[src/rtl/dwarf_encoded_value_decoder_macros.svh]
// Assertion macros shared by the encoded-value decoder modules
`ifndef DWARF_ENCODED_VALUE_DECODER_MACROS_SVH
`define DWARF_ENCODED_VALUE_DECODER_MACROS_SVH

// Check a property on every clock edge; held off while reset is asserted
`define DEVD_ASSERT(lbl, prop, msg) \
	lbl: assert property (@(posedge clk) disable iff (!arst_n) (prop)) \
		else $error(msg);

// Check that a condition implies a consequence in the same cycle
`define DEVD_ASSERT_IMP(lbl, ante, cons, msg) \
	lbl: assert property (@(posedge clk) disable iff (!arst_n) (ante) |-> (cons)) \
		else $error(msg);

`endif

[src/rtl/devd_pkg.sv]
// Types, constants and helper functions for the encoded-value decoder
`default_nettype none

package devd_pkg;

	// Address unit in bytes: size of absptr and the alignment of the rounded application
	localparam int ADDR_UNIT_BYTES = 8;
	localparam int REM_W = $clog2(ADDR_UNIT_BYTES);
	localparam int QUEUE_DEPTH = 2;

	localparam logic [7:0] ENC_OMIT = 8'hFF;

	// Formats (low nibble of the encoding)
	localparam logic [3:0] FMT_ABSPTR  = 4'h0;
	localparam logic [3:0] FMT_ULEB128 = 4'h1;
	localparam logic [3:0] FMT_UDATA2  = 4'h2;
	localparam logic [3:0] FMT_UDATA4  = 4'h3;
	localparam logic [3:0] FMT_UDATA8  = 4'h4;
	localparam logic [3:0] FMT_SLEB128 = 4'h9;
	localparam logic [3:0] FMT_SDATA2  = 4'hA;
	localparam logic [3:0] FMT_SDATA4  = 4'hB;
	localparam logic [3:0] FMT_SDATA8  = 4'hC;

	// Applications (high nibble of the encoding)
	localparam logic [3:0] APP_ABS     = 4'h0;
	localparam logic [3:0] APP_PCREL   = 4'h1;
	localparam logic [3:0] APP_TEXTREL = 4'h2;
	localparam logic [3:0] APP_DATAREL = 4'h3;
	localparam logic [3:0] APP_FUNCREL = 4'h4;
	localparam logic [3:0] APP_ALIGNED = 4'h5;

	localparam logic [3:0] LEB_MAX_BYTES = 4'd9;
	localparam logic [3:0] LEB_LONG_USED = 4'd10;

	// Configuration register indexes
	localparam logic [1:0] CFG_PC_BASE   = 2'd0;
	localparam logic [1:0] CFG_TEXT_BASE = 2'd1;
	localparam logic [1:0] CFG_DATA_BASE = 2'd2;
	localparam logic [1:0] CFG_FUNC_BASE = 2'd3;

	typedef enum logic [2:0] {
		ST_OK       = 3'd0,
		ST_OMITTED  = 3'd1,
		ST_BAD_FMT  = 3'd2,
		ST_BAD_APP  = 3'd3,
		ST_LEB_LONG = 3'd4
	} status_t;

	typedef struct packed {
		logic       req_type;
		logic [7:0] data_byte;
		logic [7:0] encoding;
	} in_word_t;

	typedef struct packed {
		logic signed [63:0] value;
		logic [3:0]         bytes_used;
		logic [2:0]         status;
	} out_word_t;

	// Queue entry: raw value from the front, applied by the back
	typedef struct packed {
		logic [63:0] acc;
		logic [3:0]  used;
		status_t     status;
		logic [3:0]  app;
	} qent_t;

	typedef struct packed {
		logic [63:0] pc_base;
		logic [63:0] text_base;
		logic [63:0] data_base;
		logic [63:0] func_base;
	} bases_t;

	typedef logic [REM_W-1:0] rem_t;
	typedef rem_t rem_tab_t [256];
	typedef rem_t nib_wt_t [16];

	function automatic logic fmt_known(logic [3:0] fmt);
		logic ok;
		case (fmt)
			FMT_ABSPTR, FMT_ULEB128, FMT_UDATA2, FMT_UDATA4, FMT_UDATA8,
			FMT_SLEB128, FMT_SDATA2, FMT_SDATA4, FMT_SDATA8: ok = 1'b1;
			default: ok = 1'b0;
		endcase
		return ok;
	endfunction

	// Byte count of a fixed format; zero for LEB128 and unknown formats
	function automatic logic [3:0] fmt_size(logic [3:0] fmt);
		logic [3:0] sz;
		case (fmt)
			FMT_ABSPTR: sz = 4'(ADDR_UNIT_BYTES);
			FMT_UDATA2, FMT_SDATA2: sz = 4'd2;
			FMT_UDATA4, FMT_SDATA4: sz = 4'd4;
			FMT_UDATA8, FMT_SDATA8: sz = 4'd8;
			default: sz = 4'd0;
		endcase
		return sz;
	endfunction

	// x mod the address unit for every 8-bit x, built by counting
	function automatic rem_tab_t build_rem_tab();
		rem_tab_t tab;
		int r;
		r = 0;
		for (int i = 0; i < 256; i++) begin
			tab[i] = rem_t'(r);
			if (r == ADDR_UNIT_BYTES - 1) begin
				r = 0;
			end else begin
				r = r + 1;
			end
		end
		return tab;
	endfunction

	// 16^k mod the address unit, one weight per nibble of a 64-bit word
	function automatic nib_wt_t build_nib_wt();
		nib_wt_t wt;
		rem_tab_t tab;
		tab = build_rem_tab();
		wt[0] = tab[1];
		for (int k = 1; k < 16; k++) begin
			wt[k] = tab[8'({wt[k-1], 4'b0000})];
		end
		return wt;
	endfunction

	localparam rem_tab_t REM_TAB = build_rem_tab();
	localparam nib_wt_t NIB_WT = build_nib_wt();

endpackage

`default_nettype wire

[src/rtl/devd_front.sv]
// Front end: accepts words, tracks the encoding and gathers value bytes
`default_nettype none
`include "dwarf_encoded_value_decoder_macros.svh"

module devd_front import devd_pkg::*; (
	input  logic     clk,
	input  logic     arst_n,
	input  logic     in_valid,
	output logic     in_ready,
	input  in_word_t in_data,
	output logic     push,
	output qent_t    push_ent,
	input  logic     q_full
);

	logic        busy_q;
	logic [63:0] acc_q;
	logic [3:0]  idx_q;
	logic [7:0]  enc_q;

	logic        busy_d;
	logic [63:0] acc_d;
	logic [3:0]  idx_d;
	logic [7:0]  enc_d;

	logic        accept;
	logic [3:0]  fmt;
	logic [3:0]  app;
	logic        is_leb;
	logic        fmt_signed;
	logic [3:0]  size;
	logic [3:0]  idx_nx;
	logic [6:0]  leb_sh7;
	logic [6:0]  fill_sh7;
	logic [63:0] leb_acc;
	logic [63:0] leb_fin;
	logic [63:0] fix_acc;
	logic [63:0] fix_fin;
	status_t     fin_status;

	assign in_ready = !q_full;
	assign accept   = in_valid && in_ready;

	assign fmt        = enc_q[3:0];
	assign app        = enc_q[7:4];
	assign is_leb     = (fmt == FMT_ULEB128) || (fmt == FMT_SLEB128);
	assign fmt_signed = fmt[3];
	assign size       = fmt_size(fmt);
	assign idx_nx     = idx_q + 4'd1;
	assign fin_status = (app > APP_ALIGNED) ? ST_BAD_APP : ST_OK;

	// 7 * index for the LEB128 group position and the sign fill point
	assign leb_sh7  = {idx_q, 3'b000} - 7'(idx_q);
	assign fill_sh7 = {idx_nx, 3'b000} - 7'(idx_nx);

	always_comb begin
		leb_acc = acc_q | (64'(in_data.data_byte[6:0]) << leb_sh7[5:0]);
		leb_fin = leb_acc;
		if (fmt_signed && in_data.data_byte[6]) begin
			leb_fin = leb_acc | (~64'd0 << fill_sh7[5:0]);
		end

		fix_acc = acc_q | (64'(in_data.data_byte) << {idx_q[2:0], 3'b000});
		fix_fin = fix_acc;
		if (fmt_signed && (size == 4'd2) && fix_acc[15]) begin
			fix_fin = fix_acc | (~64'd0 << 16);
		end else if (fmt_signed && (size == 4'd4) && fix_acc[31]) begin
			fix_fin = fix_acc | (~64'd0 << 32);
		end
	end

	always_comb begin
		busy_d          = busy_q;
		acc_d           = acc_q;
		idx_d           = idx_q;
		enc_d           = enc_q;
		push            = 1'b0;
		push_ent.acc    = '0;
		push_ent.used   = '0;
		push_ent.status = ST_OK;
		push_ent.app    = app;

		if (accept) begin
			if (in_data.req_type) begin
				// start word: drop any partial value and latch the new encoding
				busy_d = 1'b0;
				acc_d  = '0;
				idx_d  = '0;
				enc_d  = in_data.encoding;
				if (in_data.encoding == ENC_OMIT) begin
					push            = 1'b1;
					push_ent.status = ST_OMITTED;
				end else if (!fmt_known(in_data.encoding[3:0])) begin
					push            = 1'b1;
					push_ent.status = ST_BAD_FMT;
				end else begin
					busy_d = 1'b1;
				end
			end else if (busy_q) begin
				if (is_leb) begin
					if (idx_q >= LEB_MAX_BYTES) begin
						busy_d          = 1'b0;
						push            = 1'b1;
						push_ent.used   = LEB_LONG_USED;
						push_ent.status = ST_LEB_LONG;
					end else begin
						acc_d = leb_acc;
						idx_d = idx_nx;
						if (!in_data.data_byte[7]) begin
							busy_d          = 1'b0;
							push            = 1'b1;
							push_ent.acc    = leb_fin;
							push_ent.used   = idx_nx;
							push_ent.status = fin_status;
						end
					end
				end else begin
					acc_d = fix_acc;
					idx_d = idx_nx;
					if (idx_nx == size) begin
						busy_d          = 1'b0;
						push            = 1'b1;
						push_ent.acc    = fix_fin;
						push_ent.used   = idx_nx;
						push_ent.status = fin_status;
					end
				end
			end
		end
	end

	always_ff @(posedge clk or negedge arst_n) begin
		if (!arst_n) begin
			busy_q <= 1'b0;
			acc_q  <= '0;
			idx_q  <= '0;
			enc_q  <= '0;
		end else begin
			busy_q <= busy_d;
			acc_q  <= acc_d;
			idx_q  <= idx_d;
			enc_q  <= enc_d;
		end
	end

	`DEVD_ASSERT_IMP(a_busy_fmt_known, busy_q, fmt_known(enc_q[3:0]), "busy on unknown format")
	`DEVD_ASSERT_IMP(a_leb_idx_range, busy_q && is_leb, idx_q <= LEB_MAX_BYTES, "LEB index overrun")

endmodule

`default_nettype wire

[src/rtl/devd_queue.sv]
// Short queue of raw values between the front and the back
`default_nettype none
`include "dwarf_encoded_value_decoder_macros.svh"

module devd_queue import devd_pkg::*; (
	input  logic  clk,
	input  logic  arst_n,
	input  logic  push,
	input  qent_t push_ent,
	output logic  full,
	output logic  pop_valid,
	input  logic  pop_ready,
	output qent_t pop_ent
);

	localparam int PTR_W = (QUEUE_DEPTH > 1) ? $clog2(QUEUE_DEPTH) : 1;
	localparam int CNT_W = $clog2(QUEUE_DEPTH + 1);

	qent_t             ent_q [QUEUE_DEPTH];
	logic [PTR_W-1:0]  wr_ptr_q;
	logic [PTR_W-1:0]  rd_ptr_q;
	logic [CNT_W-1:0]  cnt_q;
	logic              pop;

	assign full      = (cnt_q == CNT_W'(QUEUE_DEPTH));
	assign pop_valid = (cnt_q != '0);
	assign pop       = pop_valid && pop_ready;
	assign pop_ent   = ent_q[rd_ptr_q];

	function automatic logic [PTR_W-1:0] ptr_inc(logic [PTR_W-1:0] p);
		logic [PTR_W-1:0] n;
		if (p == PTR_W'(QUEUE_DEPTH - 1)) begin
			n = '0;
		end else begin
			n = p + PTR_W'(1);
		end
		return n;
	endfunction

	always_ff @(posedge clk or negedge arst_n) begin
		if (!arst_n) begin
			wr_ptr_q <= '0;
			rd_ptr_q <= '0;
			cnt_q    <= '0;
		end else begin
			if (push) begin
				wr_ptr_q <= ptr_inc(wr_ptr_q);
			end
			if (pop) begin
				rd_ptr_q <= ptr_inc(rd_ptr_q);
			end
			if (push && !pop) begin
				cnt_q <= cnt_q + CNT_W'(1);
			end else if (pop && !push) begin
				cnt_q <= cnt_q - CNT_W'(1);
			end
		end
	end

	always_ff @(posedge clk) begin
		if (push) begin
			ent_q[wr_ptr_q] <= push_ent;
		end
	end

	`DEVD_ASSERT_IMP(a_no_push_full, push, !full, "push into a full queue")
	`DEVD_ASSERT(a_cnt_range, cnt_q <= CNT_W'(QUEUE_DEPTH), "queue count past depth")

endmodule

`default_nettype wire

[src/rtl/devd_back.sv]
// Back end: applies base or alignment and holds the output register
`default_nettype none
`include "dwarf_encoded_value_decoder_macros.svh"

module devd_back import devd_pkg::*; (
	input  logic      clk,
	input  logic      arst_n,
	input  logic      q_valid,
	output logic      q_ready,
	input  qent_t     q_ent,
	input  bases_t    bases,
	output logic      out_valid,
	input  logic      out_ready,
	output out_word_t out_data
);

	// 16 nibbles times a weight below 8 stays under 2^11
	localparam int MSUM_W = 11;

	logic              valid_s1;
	logic [63:0]       val_s1;
	logic [MSUM_W-1:0] msum_s1;
	logic              round_s1;
	logic [3:0]        used_s1;
	status_t           status_s1;

	logic              valid_s2;
	out_word_t         out_s2;

	logic              s1_adv;
	logic              s2_load;
	logic [63:0]       val_d;
	logic [MSUM_W-1:0] msum_d;
	logic [7:0]        fold;
	rem_t              rem;
	logic [3:0]        pad;
	logic [63:0]       value_d;
	logic              out_err;

	assign s2_load = !valid_s2 || out_ready;
	assign s1_adv  = !valid_s1 || s2_load;
	assign q_ready = s1_adv;

	// stage 1: base add, and the nibble-weighted sum for the remainder
	always_comb begin
		case (q_ent.app)
			APP_PCREL:   val_d = q_ent.acc + bases.pc_base;
			APP_TEXTREL: val_d = q_ent.acc + bases.text_base;
			APP_DATAREL: val_d = q_ent.acc + bases.data_base;
			APP_FUNCREL: val_d = q_ent.acc + bases.func_base;
			default:     val_d = q_ent.acc;
		endcase

		msum_d = '0;
		for (int k = 0; k < 16; k++) begin
			msum_d = msum_d + MSUM_W'(q_ent.acc[4*k +: 4]) * MSUM_W'(NIB_WT[k]);
		end
	end

	// stage 2: fold the sum once more, look up the remainder, pad up to the unit, zero error values
	always_comb begin
		fold = 8'(msum_s1[3:0])
			+ 8'(msum_s1[7:4]) * 8'(NIB_WT[1])
			+ 8'(msum_s1[10:8]) * 8'(NIB_WT[2]);
		rem  = REM_TAB[fold];
		pad  = (rem == '0) ? 4'd0 : 4'(ADDR_UNIT_BYTES) - 4'(rem);
		value_d = round_s1 ? (val_s1 + 64'(pad)) : val_s1;
		if (status_s1 != ST_OK) begin
			value_d = '0;
		end
	end

	always_ff @(posedge clk or negedge arst_n) begin
		if (!arst_n) begin
			valid_s1 <= 1'b0;
			valid_s2 <= 1'b0;
		end else begin
			if (s1_adv) begin
				valid_s1 <= q_valid;
			end
			if (s2_load) begin
				valid_s2 <= valid_s1;
			end
		end
	end

	always_ff @(posedge clk) begin
		if (s1_adv && q_valid) begin
			val_s1    <= val_d;
			msum_s1   <= msum_d;
			round_s1  <= (q_ent.app == APP_ALIGNED);
			used_s1   <= q_ent.used;
			status_s1 <= q_ent.status;
		end
		if (s2_load && valid_s1) begin
			out_s2.value      <= value_d;
			out_s2.bytes_used <= used_s1;
			out_s2.status     <= status_s1;
		end
	end

	assign out_valid = valid_s2;
	assign out_data  = out_s2;
	assign out_err   = valid_s2 && (out_s2.status != ST_OK);

	`DEVD_ASSERT_IMP(a_err_value_zero, out_err, out_s2.value == '0, "error word not zero")

endmodule

`default_nettype wire

[src/rtl/dwarf_encoded_value_decoder.sv]
// Top level of the DWARF pointer-encoding value decoder
//
//  channel   dir  handshake              payload
//  in        in   in_valid / in_ready    in_data   (req_type, data_byte, encoding)
//  out       out  out_valid / out_ready  out_data  (value, bytes_used, status)
//  cfg       in   cfg_wr_en              cfg_index, cfg_wdata (four 64-bit bases)
//
// Rate: one input word per cycle while the queue has room, set by the front's single
//   byte-merge step and one 64-bit add per back-end stage.
// Path: the word completing a result is registered in the queue, then in stage 1,
//   then in the output register, which drives out_data.
// Stalls: in_ready drops only while the two-entry queue is full, which happens
//   when out_ready is held low; the back drains the queue on its own.
// Reset: arst_n clears the front state, queue pointers, pipeline valids and the
//   base registers at once; there is no clearing pass.
`default_nettype none

module dwarf_encoded_value_decoder import devd_pkg::*; (
	input  logic        clk,
	input  logic        arst_n,
	input  logic        in_valid,
	output logic        in_ready,
	input  in_word_t    in_data,
	output logic        out_valid,
	input  logic        out_ready,
	output out_word_t   out_data,
	input  logic        cfg_wr_en,
	input  logic [1:0]  cfg_index,
	input  logic [63:0] cfg_wdata
);

	bases_t bases_q;

	logic  push;
	qent_t push_ent;
	logic  q_full;
	logic  q_valid;
	logic  q_ready;
	qent_t q_ent;

	// Base registers: the user must write them only while the block is idle (not enforced here); read live by the back
	always_ff @(posedge clk or negedge arst_n) begin
		if (!arst_n) begin
			bases_q <= '0;
		end else if (cfg_wr_en) begin
			case (cfg_index)
				CFG_PC_BASE:   bases_q.pc_base   <= cfg_wdata;
				CFG_TEXT_BASE: bases_q.text_base <= cfg_wdata;
				CFG_DATA_BASE: bases_q.data_base <= cfg_wdata;
				CFG_FUNC_BASE: bases_q.func_base <= cfg_wdata;
				default: ;
			endcase
		end
	end

	// Front: classify each word, gather bytes, push finished raw values
	devd_front u_front (
		.clk      (clk),
		.arst_n   (arst_n),
		.in_valid (in_valid),
		.in_ready (in_ready),
		.in_data  (in_data),
		.push     (push),
		.push_ent (push_ent),
		.q_full   (q_full)
	);

	// Queue: lets the front keep taking words while the output is stalled, until the queue is full
	devd_queue u_queue (
		.clk       (clk),
		.arst_n    (arst_n),
		.push      (push),
		.push_ent  (push_ent),
		.full      (q_full),
		.pop_valid (q_valid),
		.pop_ready (q_ready),
		.pop_ent   (q_ent)
	);

	// Back: add the selected base or round up, zero error values, hold the word
	devd_back u_back (
		.clk       (clk),
		.arst_n    (arst_n),
		.q_valid   (q_valid),
		.q_ready   (q_ready),
		.q_ent     (q_ent),
		.bases     (bases_q),
		.out_valid (out_valid),
		.out_ready (out_ready),
		.out_data  (out_data)
	);

endmodule

`default_nettype wire
[config.mk]
export PLATFORM = sky130hd
export DESIGN_NAME = dwarf_encoded_value_decoder
export DESIGN_NICKNAME = d
export VERILOG_FILES = /design/src/rtl/devd_pkg.sv /design/src/rtl/devd_front.sv /design/src/rtl/devd_queue.sv /design/src/rtl/devd_back.sv /design/src/rtl/dwarf_encoded_value_decoder.sv
export VERILOG_INCLUDE_DIRS = /design/src /design/src/rtl
export SDC_FILE = /design/constraint.sdc
export NUM_CORES = 1
export LEC_CHECK = 0
export ABC_AREA = 1
export BUFFER_PORTS_ARGS = -buffer_cell sky130_fd_sc_hd__clkbuf_2
export CAP_MARGIN = 25
export CORE_AREA = 5 5 280 254
export DETAILED_ROUTE_END_ITERATION = 10
export DIE_AREA = 0 0 285 259
export HOLD_SLACK_MARGIN = 0.15
export PLACE_DENSITY_LB_ADDON = 0.25
export SLEW_MARGIN = 30
export SYNTH_ARGS = -nofsm -noshare
export SYNTH_HDL_FRONTEND = slang
export SYNTH_SLANG_ARGS = --single-unit
[constraint.sdc]
create_clock -name clk -period 6.3 [get_ports clk]
set_clock_uncertainty 0.05 [all_clocks]
set_input_delay 0.945 -clock clk [delete_from_list [all_inputs] [get_ports clk]]
set_output_delay 0.945 -clock clk [all_outputs]
set_load 0.005 [all_outputs]
==> flow_summary_export.csv <==
group,metric,value,unit
critical_path,crit_start,"u_queue.rd_ptr_q",
routing,drt_iter0_drc,4560,
timing,finalCritPeriodShare,84.41,%
power,powerDensity,586.4,nW/um^2
routing,dr.pass1.iters,6,
timing,max_clock_freq,188.0,MHz
cts,cts_inserted_buffers,71,
synthesis,ys_types,49,
synthesis,ys_seq_area_share,47.02,%
timing,tightest_slew,0.9865,ns
placement,hpwlAfterDp,99160,um
final_layout,syn_to_final_growth,11.60,%
critical_path,worst-path-buf-inv,5,
timing,slew-limit-headroom,34.08,%
timing,period_needed,5.318,ns
synthesis,synth_edf_count,296,
synthesis,synth_area,36940,sq um
global_routing,grt_max_degree,154,
global_routing,grt_first_pass_wirelength,198200,um
run,drv_cap,0,
cts,cts_tree,"yes",
floorplan,placeableCoreArea,67970,sq um
routing,postRouteAntennaNets,0,
critical_path,path_class,"reg -> reg",
global_routing,grtUsageTotal,35.04,%
routing,drc,0,
timing,fin_tns_setup,0,ns
power,p_leak,0.01967,uW
final_layout,fin_nets,5259,
synthesis,syn_inst,4975,
floorplan,die_w,285,um
power,vdd_ir_drop_max,0.4085,mV
timing,hold_viol,0,
critical_path,ff2ff_path_depth,22,
cts,htreeDepth,3,
synthesis,yosys_warnings,0,
synthesis,postSynthAreaPerCell,7.425,sq um
cts,cts_buffer_depth,3,
critical_path,critPathRequiredTime,6.61,ns
global_routing,antenna_found_initial,4,
final_layout,final_util,60.65,%
placement,placed_cell_area,38820,sq um
floorplan,die-height,259,um
cts,clkTransAtPathRegs,0.06,ns
synthesis,ys_ff_latch,635,
placement,gp_congestion,1.054,
cts,clk-insertion-delay-late,0.64,ns
cts,cts_repair_resize_count,0,
status,outcome,"complete, no violations",
floorplan,fp.dieArea,73820,sq um
routing,vias_per_cell,5.781,
critical_path,worst_r2r_startpoint,"u_queue.rd_ptr_q",
floorplan,io_pins,161,
critical_path,cp_slowest_cell,"nor2_4",
critical_path,cp_max_fo,15,
global_routing,grt_pass1_vias,31743,
routing,vias,34827,
cts,post_cts_buffers,0,
global_routing,grt_overflow,0,
critical_path,worstSetupEndpointType,"flop",
cts,clkSinkCount,635,
cts,clockRootBuffer,"clkbuf_16",
critical_path,cp_cell_sequence,"buf_4 -> nand2_1 -> nand2_1 -> nand3_1 -> nor2_4 -> buf_4 -> buf_4 -> nand2_1 -> nand4_1 -> ha_1 -> inv_1 -> fa_1 -> inv_1 -> nand3_1 -> nand2_1 -> nand2_1 -> nand2_1 -> nand2_1 -> nand2_1 -> xor2_1 -> nor2_1 -> a31oi_1",
placement,portBuffers,160,
synthesis,async_flop_share,53.39,%
floorplan,rows,91,
critical_path,slowest_delay,0.58,ns
cts,postCtsHoldBufs,0,
synthesis,syn-num-nets,5151,
final_layout,layout-drive-gt1-share,7.858,%
critical_path,cp.arrival,5.63,ns
critical_path,crit_family,"simple AND/OR/NAND/NOR gates",
final_layout,antenna_cells,0,
critical_path,reg2reg_to,"u_back.val_s1[12]",
critical_path,cp-start-kind,"flop",
timing,rsz0062_at_grt,"no",
routing,wl_per_cell,21.96,um
critical_path,worst-r2r-setup-slack,0.98,ns
synthesis,ys.flop_type,"dfrtp_1",
timing,slew_viol_final,0,
routing,routed_wl,132300,um
floorplan,initial_core_util,54.35,%
critical_path,cp_common_cell,"nand2_1",
timing,setup_violations,0,
final_layout,fin_area,41230,sq um
worst_hold_path,hold_class,"in -> async",
## Yosys cell counts (all sizes together) (2+ instances only)
cell type / n / share of area, %
nand2: 1788 / 18
inv: 556 / 5.6
nor2: 439 / 4.5
o21ai: 437 / 5.9
dfrtp: 339 / 23
edfxtp: 296 / 24
nand3: 267 / 3.6
a21oi: 207 / 2.8
clkbuf: 141 / 1.4
ha: 86 / 2.9
nand4: 76 / 1.3
nor3: 58 / 0.86
buf: 52 / 0.68
a41oi: 50 / 1.2
xor2: 41 / 0.97
o211ai: 21 / 0.43
o22ai: 18 / 0.30
a211oi: 17 / 0.35
o21bai: 16 / 0.33
xnor2: 14 / 0.33
a31oi: 11 / 0.19
nor4: 11 / 0.19
or2: 6 / 0.10
nand3b: 5 / 0.10
o21a: 5 / 0.10
mux2: 4 / 0.12
and2: 3 / 0.051
clkinv: 3 / 0.034
fa: 2 / 0.11
## worst max path at each step
stage | end | slack (ns) | depth (start not counted)
2_1_floorplan | u_queue.ent_q[0][0] | 0.67 | 12
3_3_place_gp | u_back.val_s1[12] | 1.20 | 22
3_5_place_dp | u_back.val_s1[12] | 1.24 | 22
4_1_cts | u_back.val_s1[12] | 1.19 | 22
5_1_grt | u_back.val_s1[60] | 0.79 | 26
6_report | u_back.val_s1[12] | 0.98 | 22
## cell type report
class                   instances  area, sq um
well taps                     883         1105
repair buffers                228         1416
fillers                      6241        26750
clock buffers                 100         2038
multi-input cells            3588        16830
flip-flops and latches        635        17370
inverters                     559         2102
clock inverters                31        365.4
## kinds of logic (layout without fill, tap and decap cells)
family | after synthesis | in the layout | share of synthesized area [%]
AO/OA/AOI/OAI | 787 | 787 | 11.73
XOR/XNOR | 55 | 55 | 1.304
adder cells (fa/ha/maj) | 88 | 88 | 3.021
buffers and inverters | 752 | 918 | 7.793
flip-flops | 635 | 635 | 47.02
multiplexers | 4 | 4 | 0.1219
AND/OR/NAND/NOR | 2654 | 2654 | 29.00
## state kept, by name, summed over array words and instances, names as in the netlist
register / cells
u_back.out_data: 71
u_back.round_s1: 1
u_queue.wr_ptr_q: 1
u_queue.ent_q: 150
u_front.idx_q: 4
u_front.enc_q: 8
u_back.status_s1: 3
u_back.valid_s1: 1
u_front.busy_q: 1
u_back.out_valid: 1
u_back.used_s1: 4
u_front.acc_q: 64
u_queue.cnt_q: 2
bases_q: 256
u_back.val_s1: 64
u_back.msum_s1: 3
u_queue.rd_ptr_q: 1
## cells in the final DEF (no fill, tap or decap), types with 5 or more instances in the layout
| master | count |
|---|---|
| o21ai_1 | 52 |
| inv_2 | 13 |
| o21a_1 | 5 |
| o211ai_1 | 21 |
| a31oi_1 | 11 |
| nor2_2 | 5 |
| o21bai_1 | 16 |
| clkinv_2 | 11 |
| nand2_1 | 1778 |
| nand4_1 | 76 |
| o22ai_1 | 18 |
| clkbuf_8 | 11 |
| inv_1 | 542 |
| nor2_4 | 7 |
| a21oi_1 | 206 |
| a211oi_1 | 17 |
| or2_2 | 5 |
| dfrtp_1 | 338 |
| buf_12 | 7 |
| xor2_1 | 40 |
| clkbuf_16 | 73 |
| nand3_1 | 261 |
| a41oi_1 | 50 |
| clkbuf_2 | 159 |
| bufinv_16 | 5 |
| nor2_1 | 427 |
| clkinvlp_4 | 7 |
| nor3_1 | 53 |
| nand3b_1 | 5 |
| nand2_2 | 8 |
| nor4_1 | 11 |
| edfxtp_1 | 296 |
| xnor2_1 | 14 |
| buf_4 | 59 |
| ha_1 | 86 |
| o21ai_0 | 383 |
| clkbuf_1 | 16 |
## through the flow
| stage | power, uW | worst slack, ns | cells | hold slack, ns |
|---|---|---|---|---|
| CTS | 23730 | 1.194 | 6024 | 0.2961 |
| global placement | 19370 | 1.202 | 5893 | 0.3530 |
| detailed placement | 19390 | 1.240 | 5893 | 0.3609 |
| floorplan | 14460 | 0.6675 | 4975 | 0.3503 |
| global route | 25470 | 0.7909 | 6024 | 0.3334 |
| finish | 24180 | 0.9821 | 6024 | 0.3129 |
## worst register-to-register path: cells and delay by family, from the launching register on
| family | cells | cell delay, ns |
|---|---|---|
| compound gates | 1 | 0.44 |
| xor+xnor | 1 | 0.32 |
| fa+ha+maj | 2 | 0.65 |
| buf+inv | 5 | 1.02 |
| flops | 1 | 0.50 |
| simple gates | 13 | 2.07 |
## routing by layer
metal	part of all wire [%]	global-route usage, %	vias to the layer above
met5	0.035	0	-
met4	3.6	10.77	6
met3	11	8.982	276
met2	43	52.27	1869
met1	42	50.75	16247
li1	-	-	16429
## where the power goes
part | leakage (uW) | switching (uW) | total (uW) | internal (uW)
Clock | 0.00116 | 1800 | 4300 | 2500
Combinational | 0.0113 | 9820 | 13400 | 3610
Sequential | 0.00718 | 754 | 6450 | 5700
No activity file was read; power rests on OpenSTA's default activity.
